[src/rtl/core/dasc_pkg.sv]
// shared constants and types for the decimal ascii to wide integer block
package dasc_pkg;

  // result geometry
  localparam int MAX_WIDTH  = 128;
  localparam int WORD_W     = 64;
  localparam int ACC_WORDS  = (MAX_WIDTH + WORD_W - 1) / WORD_W;
  localparam int WIDTH_W    = $clog2(MAX_WIDTH + 1);
  localparam int CNT_W      = $clog2(ACC_WORDS + 1);

  // input field widths
  localparam int CHAR_W     = 8;
  localparam int TWIDTH_W   = 8;

  // token queue between front and back
  localparam int FIFO_DEPTH = 2;
  localparam int FIFO_AW    = $clog2(FIFO_DEPTH);
  localparam int FIFO_CW    = $clog2(FIFO_DEPTH + 1);

  // character codes
  localparam logic [CHAR_W-1:0] CHAR_MINUS = 8'h2D;
  localparam logic [CHAR_W-1:0] CHAR_PLUS  = 8'h2B;
  localparam logic [CHAR_W-1:0] CHAR_ZERO  = 8'h30;
  localparam logic [CHAR_W-1:0] CHAR_NINE  = 8'h39;

  // finished token handed from front to back
  typedef struct packed {
    logic [MAX_WIDTH-1:0] acc;
    logic                 minus;
    logic [WIDTH_W-1:0]   width;
  } token_t;

  // queue status seen by both sides
  typedef struct packed {
    logic full;
    logic empty;
  } fifo_status_t;

endpackage

[src/rtl/core/dasc_front.sv]
// front end: takes characters, tracks sign and digits, builds the accumulator
module dasc_front (
  input  logic                           clk,
  input  logic                           rst,
  input  logic                           in_valid,
  output logic                           in_ready,
  input  logic [dasc_pkg::CHAR_W-1:0]    in_char,
  input  logic                           in_last,
  input  logic [dasc_pkg::TWIDTH_W-1:0]  in_width,
  input  dasc_pkg::fifo_status_t         q_status,
  output logic                           q_push,
  output dasc_pkg::token_t               q_data
);
  import dasc_pkg::*;

  logic [MAX_WIDTH-1:0] acc, acc_next;
  logic                 minus_seen, minus_next;
  logic                 at_first, stopped, stopped_next;
  logic                 accept, is_digit, is_minus, is_plus, handled;
  logic [3:0]           digit;
  logic [WIDTH_W-1:0]   width_sat;

  // classify the incoming character
  always_comb begin
    is_digit = (in_char >= CHAR_ZERO) && (in_char <= CHAR_NINE);
    is_minus = (in_char == CHAR_MINUS);
    is_plus  = (in_char == CHAR_PLUS);
    handled  = at_first && (is_minus || is_plus);
    digit    = 4'(in_char - CHAR_ZERO);
  end

  // accumulate: acc*10 + digit as shift and add
  always_comb begin
    acc_next     = acc;
    stopped_next = stopped;
    minus_next   = minus_seen || (at_first && is_minus);
    if (!handled && !stopped) begin
      if (is_digit) begin
        acc_next = (acc << 3) + (acc << 1) + MAX_WIDTH'(digit);
      end else begin
        stopped_next = 1'b1;
      end
    end
  end

  // clamp the requested width
  always_comb begin
    if (32'(in_width) > MAX_WIDTH) begin
      width_sat = WIDTH_W'(MAX_WIDTH);
    end else begin
      width_sat = WIDTH_W'(in_width);
    end
  end

  assign in_ready = !q_status.full;
  assign accept   = in_valid && in_ready;

  // hand the finished token to the queue, zero width gives nothing
  assign q_push       = accept && in_last && (width_sat != '0);
  assign q_data.acc   = acc_next;
  assign q_data.minus = minus_next;
  assign q_data.width = width_sat;

  // token state
  always_ff @(posedge clk) begin
    if (rst) begin
      acc        <= '0;
      minus_seen <= 1'b0;
      at_first   <= 1'b1;
      stopped    <= 1'b0;
    end else if (accept) begin
      if (in_last) begin
        acc        <= '0;
        minus_seen <= 1'b0;
        at_first   <= 1'b1;
        stopped    <= 1'b0;
      end else begin
        acc        <= acc_next;
        minus_seen <= minus_next;
        at_first   <= 1'b0;
        stopped    <= stopped_next;
      end
    end
  end

endmodule

[src/rtl/core/dasc_fifo.sv]
// short token queue between front and back
module dasc_fifo (
  input  logic                    clk,
  input  logic                    rst,
  input  logic                    push,
  input  dasc_pkg::token_t        push_data,
  input  logic                    pop,
  output dasc_pkg::token_t        head,
  output dasc_pkg::fifo_status_t  status
);
  import dasc_pkg::*;

  token_t             mem [FIFO_DEPTH];
  logic [FIFO_AW-1:0] wr_ptr, rd_ptr;
  logic [FIFO_CW-1:0] count;

  assign status.full  = (count == FIFO_CW'(FIFO_DEPTH));
  assign status.empty = (count == '0);
  assign head         = mem[rd_ptr];

  // storage
  always_ff @(posedge clk) begin
    if (push) begin
      mem[wr_ptr] <= push_data;
    end
  end

  // pointers and fill count
  always_ff @(posedge clk) begin
    if (rst) begin
      wr_ptr <= '0;
      rd_ptr <= '0;
      count  <= '0;
    end else begin
      if (push) begin
        wr_ptr <= (wr_ptr == FIFO_AW'(FIFO_DEPTH - 1)) ? '0 : wr_ptr + 1'b1;
      end
      if (pop) begin
        rd_ptr <= (rd_ptr == FIFO_AW'(FIFO_DEPTH - 1)) ? '0 : rd_ptr + 1'b1;
      end
      if (push && !pop) begin
        count <= count + 1'b1;
      end else if (pop && !push) begin
        count <= count - 1'b1;
      end
    end
  end

endmodule

[src/rtl/core/dasc_back.sv]
// back end: negates, masks and sends each token out as 64-bit words
module dasc_back (
  input  logic                          clk,
  input  logic                          rst,
  input  dasc_pkg::fifo_status_t        q_status,
  input  dasc_pkg::token_t              q_head,
  output logic                          q_pop,
  output logic                          out_valid,
  input  logic                          out_ready,
  output logic [dasc_pkg::WORD_W-1:0]   out_word,
  output logic                          out_index,
  output logic                          out_last
);
  import dasc_pkg::*;

  logic [MAX_WIDTH-1:0] val, load_val, signed_val, mask;
  logic [CNT_W-1:0]     remaining, load_cnt;
  logic [WIDTH_W:0]     width_round;
  logic                 busy, index, emit, last_emit;

  // two's complement and width mask of the queued token
  always_comb begin
    signed_val = q_head.minus ? (~q_head.acc + MAX_WIDTH'(1)) : q_head.acc;
    for (int i = 0; i < MAX_WIDTH; i++) begin
      mask[i] = (i < 32'(q_head.width));
    end
    load_val    = signed_val & mask;
    width_round = {1'b0, q_head.width} + (WIDTH_W + 1)'(WORD_W - 1);
    load_cnt    = CNT_W'(width_round >> $clog2(WORD_W));
  end

  // word issue and queue pop
  assign emit      = busy && (!out_valid || out_ready);
  assign last_emit = emit && (remaining == CNT_W'(1));
  assign q_pop     = !q_status.empty && (!busy || last_emit);

  // word sequencer
  always_ff @(posedge clk) begin
    if (rst) begin
      busy      <= 1'b0;
      remaining <= '0;
      index     <= 1'b0;
    end else if (q_pop) begin
      busy      <= 1'b1;
      remaining <= load_cnt;
      index     <= 1'b0;
    end else if (emit) begin
      busy      <= !last_emit;
      remaining <= remaining - 1'b1;
      index     <= !index;
    end
  end

  // value being shifted out
  always_ff @(posedge clk) begin
    if (q_pop) begin
      val <= load_val;
    end else if (emit) begin
      val <= val >> WORD_W;
    end
  end

  // output register
  always_ff @(posedge clk) begin
    if (rst) begin
      out_valid <= 1'b0;
    end else if (emit) begin
      out_valid <= 1'b1;
    end else if (out_ready) begin
      out_valid <= 1'b0;
    end
  end

  always_ff @(posedge clk) begin
    if (emit) begin
      out_word  <= val[WORD_W-1:0];
      out_index <= index;
      out_last  <= (remaining == CNT_W'(1));
    end
  end

  // checks
  a_busy_has_words: assert property (@(posedge clk) disable iff (rst)
    busy |-> (remaining != '0))
    else $error("busy with no words left");

  a_pop_loads: assert property (@(posedge clk) disable iff (rst)
    q_pop |=> (busy && (remaining != '0) && (index == 1'b0)))
    else $error("token pop did not start a word run");

  a_last_ends: assert property (@(posedge clk) disable iff (rst)
    (last_emit && !q_pop) |=> !busy)
    else $error("sequencer still busy after final word");

  a_emit_shows: assert property (@(posedge clk) disable iff (rst)
    emit |=> out_valid)
    else $error("issued word not presented");

endmodule

[src/rtl/core/decimal_ascii_to_wide_int.sv]
// top level: signed decimal ascii token to wide two's complement integer
// a token passes through the token queue, word sequencer and output register
// throughput: one character request per cycle while the queue is not full; each
//   token gives ceil(width/64) words, one word per cycle while m_tready is high
// a two-entry token queue lets the front keep taking characters while words drain
// reset (rst, synchronous) clears token state, queue and output valid
module decimal_ascii_to_wide_int (
  input  logic        clk,
  input  logic        rst,
  input  logic        s_tvalid,
  output logic        s_tready,
  input  logic [15:0] s_tdata,   // [7:0] character, [15:8] target_width
  input  logic        s_tlast,   // end_of_token
  output logic        m_tvalid,
  input  logic        m_tready,
  output logic [63:0] m_tdata,   // [63:0] word
  output logic        m_tuser,   // [0] word_index
  output logic        m_tlast    // last_word
);
  import dasc_pkg::*;

  token_t       push_data, head;
  fifo_status_t q_status;
  logic         push, pop;

  // character front end
  dasc_front u_front (
    .clk      (clk),
    .rst      (rst),
    .in_valid (s_tvalid),
    .in_ready (s_tready),
    .in_char  (s_tdata[7:0]),
    .in_last  (s_tlast),
    .in_width (s_tdata[15:8]),
    .q_status (q_status),
    .q_push   (push),
    .q_data   (push_data)
  );

  // token queue
  dasc_fifo u_fifo (
    .clk       (clk),
    .rst       (rst),
    .push      (push),
    .push_data (push_data),
    .pop       (pop),
    .head      (head),
    .status    (q_status)
  );

  // word back end
  dasc_back u_back (
    .clk       (clk),
    .rst       (rst),
    .q_status  (q_status),
    .q_head    (head),
    .q_pop     (pop),
    .out_valid (m_tvalid),
    .out_ready (m_tready),
    .out_word  (m_tdata),
    .out_index (m_tuser),
    .out_last  (m_tlast)
  );

endmodule
[config.mk]
export PLATFORM = sky130hd
export DESIGN_NAME = decimal_ascii_to_wide_int
export DESIGN_NICKNAME = d
export VERILOG_FILES = /design/src/rtl/core/dasc_pkg.sv /design/src/rtl/core/dasc_front.sv /design/src/rtl/core/dasc_fifo.sv /design/src/rtl/core/dasc_back.sv /design/src/rtl/core/decimal_ascii_to_wide_int.sv
export SDC_FILE = /design/constraint.sdc
export NUM_CORES = 1
export LEC_CHECK = 0
export ABC_CLOCK_PERIOD_IN_PS = 15400
export BUFFER_PORTS_ARGS = -buffer_cell sky130_fd_sc_hd__buf_4
export CAP_MARGIN = 15
export CORE_ASPECT_RATIO = 1.5
export CORE_MARGIN = 1.5
export CORE_UTILIZATION = 40
export CTS_CLUSTER_SIZE = 12
export DETAILED_ROUTE_END_ITERATION = 6
export PLACE_DENSITY_LB_ADDON = 0.2
export SYNTH_ARGS = -nofsm -noshare
export SYNTH_HDL_FRONTEND = slang
export SYNTH_SLANG_ARGS = --single-unit
[constraint.sdc]
create_clock -name clk -period 15.4 [get_ports clk]
set_input_delay 1.54 -clock clk [delete_from_list [all_inputs] [get_ports clk]]
set_output_delay 1.54 -clock clk [all_outputs]
set_load 0.01 [all_outputs]
==> metrics.csv <==
stage,metric,value,unit
drt,DR vias,29697,
drt,final WL,123,mm
timing,fin crit period,5950,ps
floorplan,Die X,254,um
yosys,synthesized cell area,37700,sq um
power,Logic pwr share,31.5,%
clock_network,clock tree sinks,609,
power,switching part of the total,35.8,%
clock_network,CTS root buffer,clkbuf_16,
timing,final-report max-slew violation count,0,
power,Peak supply drop,0.114,mV
critical_path,endpoint class of the critical path,flop,
yosys,Area contributors post-synth,"edfxtp_1 (37%), ha_1 (8.4%), dfxtp_1 (7.5%), nand2_1 (5.2%), a21oi_1 (3.8%)",
yosys,net count after synthesis,4117,
grt,Overflow after GRT,0,
yosys,Post-Syn Instances,3841,
placed_design,Post-Place Cell Area,39400,sq um
clock_network,later-pin clock latency in the skew report,650,ps
timing,Slew @ Worst Pin,1290,ps
floorplan,die area,96200,sq um
grt,number of antenna violations at the first check in global routing,1,
clock_network,CTS Buf Count,61,
cells_and_area,Syn-to-layout area delta,9.52,%
timing,Slew headroom,13.2,%
critical_path,WS Path Type,in -> reg,
grt,first-pass GRT wire length,182,mm
critical_path,WP data required,15800,ps
floorplan,row cnt,137,
yosys,Syn Area/Cell,9.82,sq um
drt,DRC,1,
critical_path,CP Cell Sequence,"buf_4, inv_1, fa_1, inv_1, ha_1, a211oi_1, o21ai_0, a221oi_1, a211oi_1, buf_4, o31ai_1, a21oi_1, a211oi_1, o21a_1, o21ai_0, xor2_1, mux2_2",
clock_network,post_cts resized,0,
grt,GRT Total Usage,25.1,%
critical_path,cell mode on critical path,a211oi_1,
placed_design,DP HPWL,95.7,mm
critical_path,max incr delay on CP,680,ps
power,Pint,3.57,mW
clock_network,clk buf depth,3,
drt,vias per inst,5.80,
run,Max Cap Violations,0,
yosys,cell with the most instances after synthesis,nand2_1,
drt,"antenna viol nets, final",0,
drt,drt wl/cell,24.0,um
placed_design,port bufs,88,
critical_path,slowest stage cell on the critical path,o31ai_1,
yosys,share of the synthesized area in the top cell type,37.3,%
yosys,commonest cells in the synthesized netlist,"nand2_1 (527), edfxtp_1 (468), a21oi_1 (283)",
clock_network,clk slew on worst S/H paths,60,ps
yosys,Async SR Flop Fraction,0,%
timing,final hold violations,0,
yosys,top_reg_cell synth,edfxtp_1,
clock_network,htree depth,2,
run_status,failing checks,DRC,
cells_and_area,share of cells above drive strength 1,7.84,%
drt,DRT Pass-1 Iters,7,
timing,period utilization,38.6,%
power,sequential share of power,42.4,%
clock_network,Post-CTS Setup Inserts,0,
critical_path,CP arrival,6350,ps
timing,RSZ-0062 raised after global routing,false,
floorplan,core footprint,93200,sq um
timing,Achievable Freq,168,MHz
yosys,Synth area leader,edfxtp_1,
cells_and_area,Post-Layout Inst Area,41300,sq um
run_status,run status,finished with violations,
floorplan,IO Count,89,
yosys,Netlist cell types,91,
min_path,hold crit path type,reg -> reg,
clock_network,CTS tree,yes,
grt,vias in the first global route,28612,
cells_and_area,NumNets Final,4091,
placed_design,routability cong.,0.988,
yosys,"Seq/Total Area, Yosys",44.8,%
yosys,yosys warns,0,
power,Clock Power Share,26.1,%
clock_network,# hold bufs at CTS,0,
timing,skew final,20.1,ps
timing,"Setup violations, final",0,
critical_path,Startpoint Class,input pin,
yosys,number of synthesized register bits,609,
grt,largest net degree at the start of global routing,142,
floorplan,Die Height,379,um
power,switching power,1.99,mW
critical_path,worst-path fanout max,4,
drt,Iteration-0 DRC Markers,2112,
timing,Setup TNS,0,ps
power,total leakage power,15.7,nW
yosys,Post-synth EDFFs,468,
power,PwrDens,135,nW/um^2
floorplan,Starting Density,40.4,%
[final cells by class]
type / count / area (sq um)
fill: 9016 / 51900
multi-input combinational: 2959 / 19800
sequential: 609 / 16900
clock buffer: 102 / 1740
tap: 1251 / 1570
timing repair buffer: 121 / 921
inverter: 63 / 236
clock inverter: 13 / 153
antenna: 1 / 2.50
[state kept, by name, indices dropped and copies added, names as in the netlist, named ones only]
register,count
u_fifo.mem,274
u_back.val,128
u_front.acc,128
u_back.out_word,64
u_back.remaining,2
u_fifo.count,2
u_back.busy,1
u_back.index,1
u_back.out_index,1
u_back.out_last,1
u_back.out_valid,1
u_fifo.rd_ptr,1
u_fifo.wr_ptr,1
u_front.at_first,1
u_front.minus_seen,1
u_front.stopped,1
[cell families after synthesis]
logic type      after synthesis  synth area share (%)
xor+xnor                    250                  5.81
compound gates             1073                  18.4
flops                       609                  44.8
buf+inv                     273                  2.96
fa+ha+maj                   255                  8.50
simple gates               1228                  15.4
mux                         153                  4.20
[per-stage QoR]
stage,std cells,util (%),worst slack (ps),total power [mW],hold WS [ps]
2_1_floorplan,3841,-,7020,3.47,400
3_3_place_gp,5002,42.2,8750,4.11,402
3_5_place_dp,5002,42.2,8750,4.12,405
4_1_cts,5117,44.3,9420,5.57,411
5_1_grt,5118,44.3,9190,5.77,420
6_report,5119,44.3,9450,5.57,409
[path summary, 6_finish.rpt]
check	cells after the start	startpoint	slack, ps	to
worst min register to register	0	u_back.val[56]	410	u_back.out_word[56]
worst max-delay path	17	s_tdata[3]	9450	u_fifo.mem[1][132]
worst min-delay path	0	u_back.val[56]	410	u_back.out_word[56]
worst max register to register	11	flop	9460	u_back.val[87]
[power by group through the flow]
stage	Clock, mW	Combinational [mW]	Sequential (mW)
2_1_floorplan	0	1.07	2.40
3_3_place_gp	0	1.73	2.39
3_5_place_dp	0	1.73	2.39
4_1_cts	1.48	1.73	2.36
5_1_grt	1.54	1.85	2.39
6_report	1.45	1.75	2.36
[worst max-delay path: cells and delay by family]
kind / cells / cell delay [ps]
AOI/OAI and AO/OA: 9 / 3100
xor gates and xnor gates: 1 / 170
adders and majority gates: 2 / 850
buffers and inverters: 4 / 390
muxes: 1 / 290
[routing by layer]
layer	vias to the layer above	global-route usage, %	part of all wire (%)
met3	236	1.99	4.0
met1	14283	30.2	41
met2	882	44.0	49
met4	0	14.1	6.3
met5	-	0	0
li1	14296	-	-
[cell usage in the layout, fill, tap and decap left out, drive strengths merged, types with 28 or more instances in the layout]
master / n
buf: 121
clkbuf: 102
nand2: 527
inv: 66
a211oi: 78
a21oi: 283
edfxtp: 468
mux2: 42
ha: 253
nand2b: 34
o21ai: 276
nor2: 264
nand4: 85
mux2i: 111
a21o: 52
a31oi: 30
o21bai: 35
o31ai: 46
xor2: 121
o21a: 28
a22oi: 33
nor3: 78
or3: 29
dfxtp: 141
a22o: 77
xnor2: 129
nand3: 41
No activity file was read; power rests on OpenSTA's default activity.
